==> src/hw/rtl/alcp_pkg.sv <==
// alcp_pkg: shared types and constants for the arc length to curve parameter block
// no dependencies
`default_nettype none

package alcp_pkg;

    localparam int PARAM_W  = 17;
    localparam int LEN_W    = 32;
    localparam int IDX_W    = 11;
    localparam int CMD_W    = 2;
    localparam int KIND_W   = 2;

    localparam logic [PARAM_W-1:0] PARAM_ONE  = 17'd65536;
    localparam logic [PARAM_W-1:0] PARAM_ZERO = 17'd0;

    localparam logic [CMD_W-1:0] CMD_WR_SAMPLE  = 2'd0;
    localparam logic [CMD_W-1:0] CMD_WR_SEGMENT = 2'd1;
    localparam logic [CMD_W-1:0] CMD_QUERY      = 2'd2;

    localparam logic [KIND_W-1:0] KIND_INTERP = 2'd0;
    localparam logic [KIND_W-1:0] KIND_ZERO   = 2'd1;
    localparam logic [KIND_W-1:0] KIND_TOTAL  = 2'd2;

    typedef struct packed {
        logic [CMD_W-1:0]   command;
        logic [IDX_W-1:0]   entry_index;
        logic [PARAM_W-1:0] sample_param;
        logic [LEN_W-1:0]   arc_length;
    } in_word_t;

    typedef struct packed {
        logic [PARAM_W-1:0] curve_param;
        logic [KIND_W-1:0]  clamp_kind;
    } out_word_t;

    // divider handshake
    typedef struct packed {
        logic              start;
        logic              neg;
        logic [PARAM_W-1:0] base;
    } div_ctl_t;

endpackage

`default_nettype wire

==> src/hw/rtl/alcp_div.sv <==
// alcp_div: bit-serial unsigned divide with rounding and final add to or subtract from base parameter
// depends on alcp_pkg
`default_nettype none

module alcp_div
(
    input  wire logic                    clk,
    input  wire logic                    rst_n,
    input  wire alcp_pkg::div_ctl_t      ctl,
    input  wire logic [48:0]             num,
    input  wire logic [32:0]             den,
    output logic                         done,
    output logic [alcp_pkg::PARAM_W-1:0] result
);

    logic [49:0] rem_reg, rem_next;
    logic [49:0] quo_reg, quo_next;
    logic [32:0] den_reg;
    logic [5:0]  cnt_reg, cnt_next;
    logic        busy_reg, busy_next;
    logic        neg_reg;
    logic [alcp_pkg::PARAM_W-1:0] base_reg;
    logic [50:0] trial;
    logic [18:0] res_s;

    assign trial = {rem_reg, quo_reg[49]} - {18'd0, den_reg};

    always_comb
    begin
        rem_next  = rem_reg;
        quo_next  = quo_reg;
        cnt_next  = cnt_reg;
        busy_next = busy_reg;
        if (busy_reg)
        begin
            if (!trial[50])
            begin
                rem_next = trial[49:0];
                quo_next = {quo_reg[48:0], 1'b1};
            end
            else
            begin
                rem_next = {rem_reg[48:0], quo_reg[49]};
                quo_next = {quo_reg[48:0], 1'b0};
            end
            cnt_next = cnt_reg - 6'd1;
            if (cnt_reg == 6'd1)
                busy_next = 1'b0;
        end
    end

    always_ff @(posedge clk or negedge rst_n)
    begin
        if (!rst_n)
        begin
            busy_reg <= 1'b0;
            cnt_reg  <= '0;
            done     <= 1'b0;
        end
        else
        begin
            done <= busy_reg && (cnt_reg == 6'd1);
            if (ctl.start)
            begin
                busy_reg <= 1'b1;
                cnt_reg  <= 6'd50;
            end
            else
            begin
                busy_reg <= busy_next;
                cnt_reg  <= cnt_next;
            end
        end
    end

    always_ff @(posedge clk)
    begin
        if (ctl.start)
        begin
            // dividend carries half the divisor for round-half-up
            rem_reg  <= '0;
            quo_reg  <= {1'b0, num} + {18'd0, den[32:1]};
            den_reg  <= den;
            neg_reg  <= ctl.neg;
            base_reg <= ctl.base;
        end
        else
        begin
            rem_reg <= rem_next;
            quo_reg <= quo_next;
        end
    end

    // a quotient of 2^17 or more saturates either way; below that the sum fits 18 bits
    always_comb
    begin
        res_s = '0;
        if (|quo_reg[49:17])
            result = neg_reg ? alcp_pkg::PARAM_ZERO : alcp_pkg::PARAM_ONE;
        else
        begin
            if (neg_reg)
                res_s = {2'b0, base_reg} - {2'b0, quo_reg[16:0]};
            else
                res_s = {2'b0, base_reg} + {2'b0, quo_reg[16:0]};
            if (res_s[18])
                result = alcp_pkg::PARAM_ZERO;
            else if (res_s[17:0] > {1'b0, alcp_pkg::PARAM_ONE})
                result = alcp_pkg::PARAM_ONE;
            else
                result = res_s[16:0];
        end
    end

endmodule

`default_nettype wire
==> config.mk <==
export PLATFORM = sky130hd
export DESIGN_NAME = alcp_div
export DESIGN_NICKNAME = d
export VERILOG_FILES = /design/src/hw/rtl/alcp_pkg.sv /design/src/hw/rtl/alcp_div.sv
export SDC_FILE = /design/constraint.sdc
export NUM_CORES = 1
export LEC_CHECK = 0
export BUFFER_PORTS_ARGS = -buffer_cell sky130_fd_sc_hd__buf_2
export CAP_MARGIN = 10
export CELL_PAD_IN_SITES_DETAIL_PLACEMENT = 1
export CELL_PAD_IN_SITES_GLOBAL_PLACEMENT = 1
export CORE_AREA = 2 2 159 161
export CTS_BUF_LIST = sky130_fd_sc_hd__clkbuf_8
export DETAILED_ROUTE_END_ITERATION = 8
export DIE_AREA = 0 0 161 163
export GPL_TIMING_DRIVEN = 0
export PLACE_DENSITY = 0.89
export SLEW_MARGIN = 15
export SYNTH_ARGS = -nofsm -noshare
export SYNTH_HDL_FRONTEND = slang
export SYNTH_SLANG_ARGS = --single-unit
==> constraint.sdc <==
create_clock -name clk -period 7.4 [get_ports clk]
set_input_delay 0.74 -clock clk [delete_from_list [all_inputs] [get_ports clk]]
set_output_delay 0.74 -clock clk [all_outputs]
set_load 0.02 [all_outputs]
==> results of run 1 <==
-- cell usage after synthesis (12+ instances only) --
library cell and instances:
nand4_1 16, nor2b_1 14, a211oi_1 36, xor2_1 31
nor2_1 133, nor4_1 14, o21a_1 14, o211ai_1 12
nand2_1 134, ha_1 101, a311oi_1 26, and3_1 16
inv_1 85, nor3_1 37, edfxtp_1 101, nand3_1 25
o21ai_0 72, nand2b_1 18, xnor2_1 63, a31oi_1 14
a21o_1 43, and2_1 12, dfxtp_1 50, a21oi_1 116
mux2_2 13, clkbuf_1 60
-- kinds of logic after synthesis --
family | Yosys count
compound gates | 414
fa+ha+maj | 105
mux | 17
flops | 159
xor+xnor | 94
buf+inv | 153
simple gates | 473
-- cell type report --
cell class,count,area share [%]
plain buffers,68,1.938
clock buffers,17,1.710
clock inverters,15,0.9782
inverters,85,2.331
multi-input cells,1103,54.53
flip-flops and latches,159,30.94
well taps,330,3.017
repair buffers,121,4.553
-- worst min-delay path by stage --
stage | startpoint | endpoint | slack [ns]
6_report | rst_n | done | 0.1
3_3_place_gp | rem_reg[30] | rem_reg[30] | 0.48
2_1_floorplan | rst_n | busy_reg | 0.44
5_1_grt | rst_n | done | 0.08
3_5_place_dp | rem_reg[12] | rem_reg[12] | 0.48
4_1_cts | rst_n | done | 0.09
-- power groups by stage --
stage / registers (W) / clock network (W) / logic (W)
6_report: 0.00133 / 0.000653 / 0.00219
3_5_place_dp: 0.00134 / 0 / 0.00213
5_1_grt: 0.00135 / 0.000683 / 0.00240
2_1_floorplan: 0.00128 / 0 / 0.00161
3_3_place_gp: 0.00132 / 0 / 0.00203
4_1_cts: 0.00132 / 0.000656 / 0.00216
-- per-layer routing --
metal / up-vias / routed length [um]
li1: 5473 / -
met1: 5848 / 17140
met2: 323 / 20410
met3: 86 / 1731
met4: 0 / 1345
met5: - / 0
-- worst max-delay path: cells and delay by family (launching register included) --
family | cells | cell delay (ns)
compound gates | 7 | 2.71
xor+xnor | 1 | 0.20
fa+ha+maj | 1 | 0.30
buf+inv | 2 | 0.24
flops | 1 | 0.49
simple gates | 2 | 0.16
-- per-stage QoR --
step | total power, W | instances | cell area, um^2
global route | 0.004435 | 1898 | 13690
CTS | 0.004138 | 1898 | 13680
finish | 0.004168 | 1898 | 13690
floorplan | 0.002884 | 1415 | 12280
global placement | 0.003357 | 1865 | 13290
detailed placement | 0.003468 | 1866 | 13320
-- layout by cell type (no fill, tap or decap), types with 6 or more instances in the layout --
| cell type | Yosys | routed |
|---|---|---|
| a211oi_1 | 36 | 36 |
| a21o_1 | 43 | 43 |
| a21oi_1 | 116 | 116 |
| a311oi_1 | 26 | 26 |
| a31oi_1 | 14 | 14 |
| and2_1 | 12 | 12 |
| and3_1 | 16 | 16 |
| and4_1 | 11 | 11 |
| buf_2 | 2 | 121 |
| clkbuf_1 | 60 | 60 |
| clkbuf_8 | 0 | 17 |
| dfrtp_1 | 8 | 8 |
| dfxtp_1 | 50 | 50 |
| edfxtp_1 | 101 | 101 |
| ha_1 | 101 | 101 |
| inv_1 | 85 | 86 |
| mux2_2 | 13 | 13 |
| nand2_1 | 134 | 133 |
| nand2b_1 | 18 | 18 |
| nand3_1 | 25 | 25 |
| nand3b_1 | 8 | 8 |
| nand4_1 | 16 | 16 |
| nor2_1 | 133 | 133 |
| nor2b_1 | 14 | 14 |
| nor3_1 | 37 | 37 |
| nor4_1 | 14 | 14 |
| o211ai_1 | 12 | 12 |
| o21a_1 | 14 | 14 |
| o21ai_0 | 72 | 72 |
| o21bai_1 | 9 | 9 |
| o31ai_1 | 6 | 6 |
| or2_2 | 6 | 6 |
| or3_1 | 6 | 6 |
| xnor2_1 | 63 | 63 |
| xor2_1 | 31 | 31 |
==> flow_summary.ini, run 1 <==
[global_route]
grt_max_degree = 54
antenna_found_initial = 0
grt_pass1_vias = 12380
grt_pass1_wl_um = 64370
top_usage_layer = met2
use_met3_pct = 3.692
met2_usage_pct = 55.07
grt.met1_usage_pct = 38.07
grtUsageTotal_pct = 30.90
overflow = 0

[critical_path]
reg2reg_depth = 14
reg2reg_setup_slack_ns = 2.89
r2r_end = rem_reg[32]
crit_type = flop to output pin
slowest_delay_ns = 0.61
path_cells = inv_1 > ha_1 > nor2b_1 > o311ai_0 > nand2_1 > a311oi_1 > o31ai_1 > a2111oi_0 > a311oi_1 > xor2_1 > a41oi_1 > o21ba_2 > buf_2
cp_common_cell = a311oi_1
worst_setup_path_start_kind = flop
reg2reg_from = quo_reg[49]
required_ns = 6.66
slowest_stage = a41oi_1
critPathCaptureType = output pin
crit_end = result[3]
crit_fanout = 9
cp_data_arrival_time_ns = 4.59
critical_path.startpoint = quo_reg[1]

[final_layout]
final_nets = 1763
area_growth_pct = 11.45
n_antenna_cell = 0
fin_util_pct = 55.47
multi_input_area_um2 = 7463
final.fill_count = 3022
ff_latch_area_um2 = 4234
drive_gt1_share_pct = 12.63

[cts]
cts-buffers-inserted = 17
cts_tree = yes
clkSinkCount = 159
htreeDepth = 4
cts_root_buffer = clkbuf_8
ctsHoldBuffers = 0
cts.clk_slew.worst_paths_ns = 0.09
clk_latency_ns = 0.49
postCtsSetupBuffers = 0
clockBufferDepth = 2
cts.repair.resized = 0

[synthesis]
synthArstFlopShare_pct = 5.031
ys_warn_count = 0
ys_types = 83
synth_edf_count = 101
synthAdderAreaFrac_pct = 10.94
synth_largest_area_cell = edfxtp_1
synth_nets = 1623
synth_compound_area_share_pct = 22.54
netlist_area_um2 = 12280
synthTopCellsByArea = edfxtp_1 (25%), ha_1 (10%), dfxtp_1 (8.2%)
syn_inst = 1415
synthFlopType = edfxtp_1
muxShareOfSynthArea_pct = 1.518
ys_seq_area_share_pct = 34.48
yosys.area_share.simple_pct = 19.05
synth_xor_area_share_pct = 6.705
synth_top_family_by_area = compound AO/OA/AOI/OAI gates
synth.avg_cell_area_um2 = 8.678
synth_seq_cells = 159
synth_top_area_share_pct = 24.70

[power_and_ir_drop]
p_leak_nw = 5.919
clockPowerShare_pct = 15.7
peakVddDrop_mv = 0.1277
p_comb_share_pct = 52.5
swShare_pct = 44.96
power_switching_w = 0.001874
p_seq_share_pct = 31.9
p_int_w = 0.002294
powerDensity_nw_per_um2 = 304.5

[sta]
tns_ns = 0
finalSetupViolCount = 0
finalMaxSlewViolations = 0
relSlewSlack_pct = 39.30
fmax_ghz = 0.1875
post-route-worst-setup-slack_ns = 2.066
hold_viol = 0
fin_crit_ns = 5.334
tightest_slew_ns = 0.9010
rsz0062_at_grt = no
fin_crit_sh_pct = 72.08
hold-worst-slack_ns = 0.09882
fin_worst_skew_ns = 0.02451

[route]
drt-total-wl_um = 40630
drt_iter0_drc = 736
wl_per_cell_um = 21.41
avgViaCountPerCell = 6.180
ant_nets = 0
vias = 11730
drc = 0
first_pass_iters = 7

[die]
core_um2 = 24670
die_area_um2 = 26240
row_count = 58
die_h_um = 163
initial_utilization_pct = 49.77
ios = 121
die-width_um = 161

[placement]
place.gp.congestion = 0.9024
preCtsSetupSlack_ns = 2.566
dp_hpwl_um = 31370
io_buffers = 120

[worst_hold_path]
worstHoldPathType = input pin to asynchronous set/reset pin

[job]
cap_violations = 0

[run_status]
outcome = finished clean
(Power assumes the default switching activity.)
==> run 2, diff against run 1 <==
--- a/config.mk
+++ b/config.mk
@@ -5,16 +5,17 @@
 export SDC_FILE = /design/constraint.sdc
 export NUM_CORES = 1
 export LEC_CHECK = 0
+export ABC_AREA = 1
 export BUFFER_PORTS_ARGS = -buffer_cell sky130_fd_sc_hd__buf_2
 export CAP_MARGIN = 10
 export CELL_PAD_IN_SITES_DETAIL_PLACEMENT = 1
 export CELL_PAD_IN_SITES_GLOBAL_PLACEMENT = 1
-export CORE_AREA = 2 2 159 161
+export CORE_AREA = 2 2 185 187
 export CTS_BUF_LIST = sky130_fd_sc_hd__clkbuf_8
 export DETAILED_ROUTE_END_ITERATION = 8
-export DIE_AREA = 0 0 161 163
+export DIE_AREA = 0 0 187 189
 export GPL_TIMING_DRIVEN = 0
-export PLACE_DENSITY = 0.89
+export PLACE_DENSITY = 0.85
 export SLEW_MARGIN = 15
 export SYNTH_ARGS = -nofsm -noshare
 export SYNTH_HDL_FRONTEND = slang
==> constraint.sdc (replaced) <==
create_clock -name clk -period 5.09 [get_ports clk]
set_input_delay 0.509 -clock clk [delete_from_list [all_inputs] [get_ports clk]]
set_output_delay 0.509 -clock clk [all_outputs]
set_load 0.02 [all_outputs]
==> run 2 against run 1 <==
Worst setup slack lost 1.1 ns; critical endpoint is now result[12]; flip-flop and latch count is the same; largest cell class unchanged; highest routed layer unchanged; critical path type unchanged; first-iteration DRC count grew 68%.
==> flow_summary.ini, run 2 <==
[cts]
htreeDepth = 4
cts.repair.resized = 0
cts_tree = yes
clk_latency_ns = 0.51
cts_root_buffer = clkbuf_8
clkSinkCount = 159
clockBufferDepth = 2
postCtsSetupBuffers = 0
cts-buffers-inserted = 17
cts.clk_slew.worst_paths_ns = 0.11

[critical_path]
cp_data_arrival_time_ns = 3.57
required_ns = 4.58
worst_setup_path_start_kind = flop
crit_type = flop to output pin
reg2reg_from = quo_reg[49]
r2r_end = rem_reg[6]
crit_fanout = 10
reg2reg_depth = 18
reg2reg_setup_slack_ns = 1.64
critPathCaptureType = output pin

[synthesis]
synth_top_area_share_pct = 20.53
ys_seq_area_share_pct = 28.66
ys_types = 45
netlist_area_um2 = 14770
synth.avg_cell_area_um2 = 6.364
synthArstFlopShare_pct = 5.031
syn_inst = 2321
synth_seq_cells = 159
synth_most_common_cell = nand2_1
synth_largest_area_cell = edfxtp_1
synth_edf_count = 101
synth_nets = 2529
synthFlopType = edfxtp_1
synthTopCellsByArea = edfxtp_1 (21%), nand2_1 (17%), inv_1 (9.3%)
ys_warn_count = 0
synth_common_cells = nand2_1 (682), inv_1 (365), nor2_1 (265)

[sta]
fin_crit_ns = 4.079
fmax_ghz = 0.2452
hold_viol = 0
fin_worst_skew_ns = 0.01973
rsz0062_at_grt = no
tightest_slew_ns = 0.8826
relSlewSlack_pct = 41.16
tns_ns = 0
fin_crit_sh_pct = 80.14
finalMaxSlewViolations = 0
finalSetupViolCount = 0

[route]
wl_per_cell_um = 20.11
vias = 16240
drc = 0
avgViaCountPerCell = 5.557
drt_iter0_drc = 1239
drt-total-wl_um = 58790
ant_nets = 0
first_pass_iters = 5

[worst_hold_path]
min_from = ctl[7]
holdPathEnd = base_reg[7]
worstHoldPathType = input pin to flop
hold_depth = 1

[global_route]
grt_pass1_vias = 16660
grt_max_degree = 60
use_met3_pct = 6.766
antenna_found_initial = 4
grt.met1_usage_pct = 44.74
overflow = 0
met2_usage_pct = 54.13
grt_pass1_wl_um = 91950
grtUsageTotal_pct = 33.58
top_usage_layer = met2

[final_layout]
area_growth_pct = 10.86
final_common_cell = nand2_1
post-route-cell-area_um2 = 16380
final_nets = 2669
most-common-layout-cells = nand2_1 (682), inv_1 (366), nor2_1 (265)
drive_gt1_share_pct = 8.771

[die]
die_area_um2 = 35340
die_h_um = 189
die-width_um = 187
core_um2 = 33280
initial_utilization_pct = 44.39
ios = 121
row_count = 67

[run_status]
outcome = finished clean

[placement]
place_area_um2 = 15940
dp_hpwl_um = 49310
place.gp.congestion = 0.9879
io_buffers = 120

[power_and_ir_drop]
powerDensity_nw_per_um2 = 464.2
peakVddDrop_mv = 0.2544
p_leak_nw = 7.968

[job]
cap_violations = 0
==> run 2: timing repair <==
action	4_1_cts	5_1_grt
hold buffers	1	0
endpoints found under the setup margin	0	0
hold endpoints to repair	8	0
==> run 2: cells by family (layout without fill, tap and decap cells) <==
| group | after synthesis | count (layout) | synth area share [%] |
|---|---|---|---|
| compound gates | 314 | 314 | 11.51 |
| xor+xnor | 54 | 54 | 3.202 |
| fa+ha+maj | 105 | 105 | 9.097 |
| buf+inv | 414 | 567 | 11.12 |
| flops | 159 | 159 | 28.66 |
| other cells | 0 | 1 | 0 |
| simple gates | 1275 | 1275 | 36.41 |
==> run 2: layout make-up <==
type,count,area [um^2]
clock buffers,18,247.7
fillers,4621,16910
plain buffers,48,272.8
repair buffers,121,613.1
flip-flops and latches,159,4234
multi-input cells,1748,8895
diodes,1,2.502
inverters,366,1374
clock inverters,14,176.4
well taps,448,560.5
==> run 2: worst max-delay path, cell delays in order (launching register included) <==
cell and delay (ns):
edfxtp_1 0.55, ha_1 0.31, fa_1 0.39, inv_1 0.15, nand3_1 0.09, nand3_1 0.17, nand3_1 0.16, nand3_1 0.16
nand2_1 0.07, nand2_1 0.06, nand2_1 0.05, nand2_1 0.07, xor2_1 0.18, nor2_1 0.07, nand2_2 0.08, nand2_4 0.08
buf_6 0.16, nor2_2 0.08, buf_2 0.16
==> run 2: metrics by stage <==
stage	hold slack (ns)	total power (W)	cells	worst slack (ns)	util, %
after floorplan	0.2134	0.005028	2321	2.160	-
after global placement	0.3601	0.006262	2889	0.03916	47.87
after detailed placement	0.3641	0.006424	2889	1.489	47.89
after CTS	0.1458	0.007524	2922	0.9724	49.20
after global routing	0.1476	0.008209	2922	0.6577	49.20
final	0.1718	0.007601	2923	1.011	49.20
==> run 2: worst max-delay path by stage <==
stage | startpoint | end | cells past startpoint
2_1_floorplan | ctl[18] | quo_reg[0] | 4
3_3_place_gp | ctl[18] | quo_reg[44] | 5
3_5_place_dp | den[1] | quo_reg[40] | 16
4_1_cts | quo_reg[0] | result[7] | 18
5_1_grt | base_reg[10] | result[15] | 15
6_report | quo_reg[0] | result[12] | 18
==> run 2: layer usage <==
metal  vias up  wire length, um  part of all wire, %
li1       7789                -                    -
met1      7836            26440                   45
met2       514            26030                   44
met3       105             4379                  7.4
met4         0             1946                  3.3
met5         -                0                    0
==> run 2: report_power, final <==
part	switching, W	total [W]	internal (W)
Combinational	0.00314	0.00463	0.00149
Clock	0.000593	0.00106	0.000469
Sequential	0.000239	0.00191	0.00167
Total	0.00397	0.00760	0.00363
==> run 3, diff against run 2 <==
--- a/config.mk
+++ b/config.mk
@@ -10,12 +10,12 @@
 export CAP_MARGIN = 10
 export CELL_PAD_IN_SITES_DETAIL_PLACEMENT = 1
 export CELL_PAD_IN_SITES_GLOBAL_PLACEMENT = 1
-export CORE_AREA = 2 2 185 187
+export CORE_AREA = 2 2 196 198
 export CTS_BUF_LIST = sky130_fd_sc_hd__clkbuf_8
 export DETAILED_ROUTE_END_ITERATION = 8
-export DIE_AREA = 0 0 187 189
+export DIE_AREA = 0 0 198 200
 export GPL_TIMING_DRIVEN = 0
-export PLACE_DENSITY = 0.85
+export PLACE_DENSITY = 0.8
 export SLEW_MARGIN = 15
 export SYNTH_ARGS = -nofsm -noshare
 export SYNTH_HDL_FRONTEND = slang
==> constraint.sdc (replaced) <==
create_clock -name clk -period 3.74 [get_ports clk]
set_input_delay 0.374 -clock clk [delete_from_list [all_inputs] [get_ports clk]]
set_output_delay 0.374 -clock clk [all_outputs]
set_load 0.02 [all_outputs]
==> run 3 against run 2 <==
The flow now finishes with violations (negative setup slack); sequential share of layout area decreased by 1.5 points; cell count up 3.9%; via count grew 0.41%; global-route usage shrank 2.8 points; sequential power is 36% higher; critical endpoint is now result[11]; largest power group unchanged.
==> flow_summary.ini, run 3 (synthesis results as in run 2) <==
[cts]
clk_latency_ns = 0.56
clockBufferDepth = 2
cts_root_buffer = clkbuf_8
cts.clk_slew.worst_paths_ns = 0.11
htreeDepth = 4
clkSinkCount = 159
cts-buffers-inserted = 17
cts_tree = yes

[critical_path]
path_cells = inv_2 > ha_1 > clkbuf_4 > inv_1 > nand2_1 > nand2_1 > nand2_1 > nand3_1 > nand2_2 > a21oi_4 > nand3_2 > nand2_1 > nand2_1 > nor2_2 > nand3_1 > nand2_2 > nand2_4 > clkbuf_16 > nor2_2 > buf_4
required_ns = 3.37
crit_fanout = 8
slowest_delay_ns = 0.44
worst_setup_path_start_kind = flop
critPathCaptureType = output pin
critPathBufInv = 5
slowest_stage = edfxtp_1
cp_common_cell = nand2_1
crit_type = flop to output pin
cp_data_arrival_time_ns = 3.43
critPathTopFamily = simple AND/OR/NAND/NOR gates

[job]
cap_violations = 0

[sta]
relSlewSlack_pct = 32.59
fin_crit_ns = 3.800
fin_worst_skew_ns = 0.03251
tns_ns = -0.4063
fmax_ghz = 0.2631
rsz0062_at_grt = yes
finalMaxSlewViolations = 0
finalSetupViolCount = 10
post-route-worst-setup-slack_ns = -0.06033
tightest_slew_ns = 1.011
fin_crit_sh_pct = 101.6
hold_viol = 0

[final_layout]
most-common-layout-cells = nand2_1 (661), inv_1 (355), nor2_1 (247)
stdcell_count = 3037
area_growth_pct = 17.88
drive_gt1_share_pct = 12.63
final_nets = 2720
final_common_cell = nand2_1
fin_util_pct = 46.56

[placement]
io_buffers = 120
dp_hpwl_um = 49580
place.gp.congestion = 1.003
place_inst = 2953

[global_route]
antenna_found_initial = 1
grtUsageTotal_pct = 30.82
grt_pass1_wl_um = 92140
overflow = 0
grt_max_degree = 53
grt_pass1_vias = 16830

[die]
die_area_um2 = 39600
ios = 121
core_um2 = 37400
row_count = 71
initial_utilization_pct = 39.50
die_h_um = 200
die-width_um = 198

[power_and_ir_drop]
peakVddDrop_mv = 0.3091
p_leak_nw = 8.268
total_power_w = 0.01069
powerDensity_nw_per_um2 = 614.1

[route]
drt_iter0_drc = 1012
drt-total-wl_um = 61510
wl_per_cell_um = 20.25
first_pass_iters = 5
drc = 0
ant_nets = 0
vias = 16310
avgViaCountPerCell = 5.370

[run_status]
violations = negative setup slack
outcome = finished with violations

[worst_hold_path]
worstHoldPathType = input pin to flop
## run 3: cell count changes in the layout (fill, tap and decap cells not counted), moves of 9 or more
cell / before / now
buf_6: 8 / 19
dlygate4sd3_1: 1 / 29
inv_1: 366 / 355
inv_2: 0 / 9
buf_4: 5 / 30
nor2_4: 1 / 14
nand2_2: 10 / 30
nand2_1: 682 / 661
buf_2: 130 / 112
nand3_2: 0 / 10
nand3_1: 194 / 180
nor2_1: 265 / 247
## run 3: power breakdown
group / leakage [nW] / switching, W / internal (W) / total, W
registers: 1.54 / 0.000310 / 0.00228 / 0.00259
logic: 6.51 / 0.00446 / 0.00223 / 0.00669
clock network: 0.210 / 0.000903 / 0.000517 / 0.00142
## run 3: area by class of cell
class | instances | area (um^2)
fillers | 5082 | 19990
multi-input cells | 1748 | 9260
flip-flops and latches | 159 | 4234
inverters | 366 | 1376
repair buffers | 172 | 1159
well taps | 511 | 639.4
plain buffers | 48 | 316.6
clock buffers | 17 | 234.0
clock inverters | 15 | 191.4
diodes | 1 | 2.502
## run 3: stage by stage
step                setup WS (ns)  cell area (um^2)  hold slack [ns]
finish                   -0.06033             17410          0.03001
global route              -0.1657             17410          0.02047
CTS                     0.0009270             16920         0.004404
detailed placement       -0.04788             16040           0.2332
global placement           -1.301             16010           0.2261
floorplan                  0.9452             14770          0.07841
## run 3: layer usage
layer | wire length (um) | up-vias | share of wire [%] | global-route usage, %
li1 | - | 7886 | - | -
met1 | 25990 | 7882 | 42 | 37.11
met2 | 29940 | 413 | 49 | 54.60
met3 | 2900 | 129 | 4.7 | 4.251
met4 | 2681 | 0 | 4.4 | 14.29
met5 | 0 | - | 0 | 0
## run 3: worst paths after layout
path / start / to / slack [ns] / cells past startpoint
setup / recovery: quo_reg[3] / result[11] / -0.06 / 20
hold / removal: den[22] / den_reg[22] / 0.03 / 1
setup reg to reg: den_reg[25] / rem_reg[8] / 0.21 / 13
hold reg to reg: rem_reg[25] / rem_reg[25] / 0.50 / 2
max in group asynchronous: rst_n / cnt_reg[0] / 3.36 / 2
min in group asynchronous: rst_n / cnt_reg[2] / 0.19 / 2
## run 3: worst register-to-register path, stage by stage, from the launching register on
cell      delay, ns
edfxtp_1       0.43
inv_1          0.08
ha_1           0.28
a21oi_1        0.23
o21ai_0        0.29
a21oi_1        0.86
nor2_1         0.17
nor3_2         0.23
nand3_1        0.12
nand2_2        0.21
buf_4          0.24
nand2_1        0.08
nand3_1        0.08
o21ai_0        0.09
## run 3: repair_timing
action	in CTS	in global routing
gates resized for setup	35	105
hold buffers	29	0
gates cloned	0	1
buffers inserted	7	14
pin swaps	4	16
endpoints found under the setup margin	17	18
hold endpoints to repair	36	0
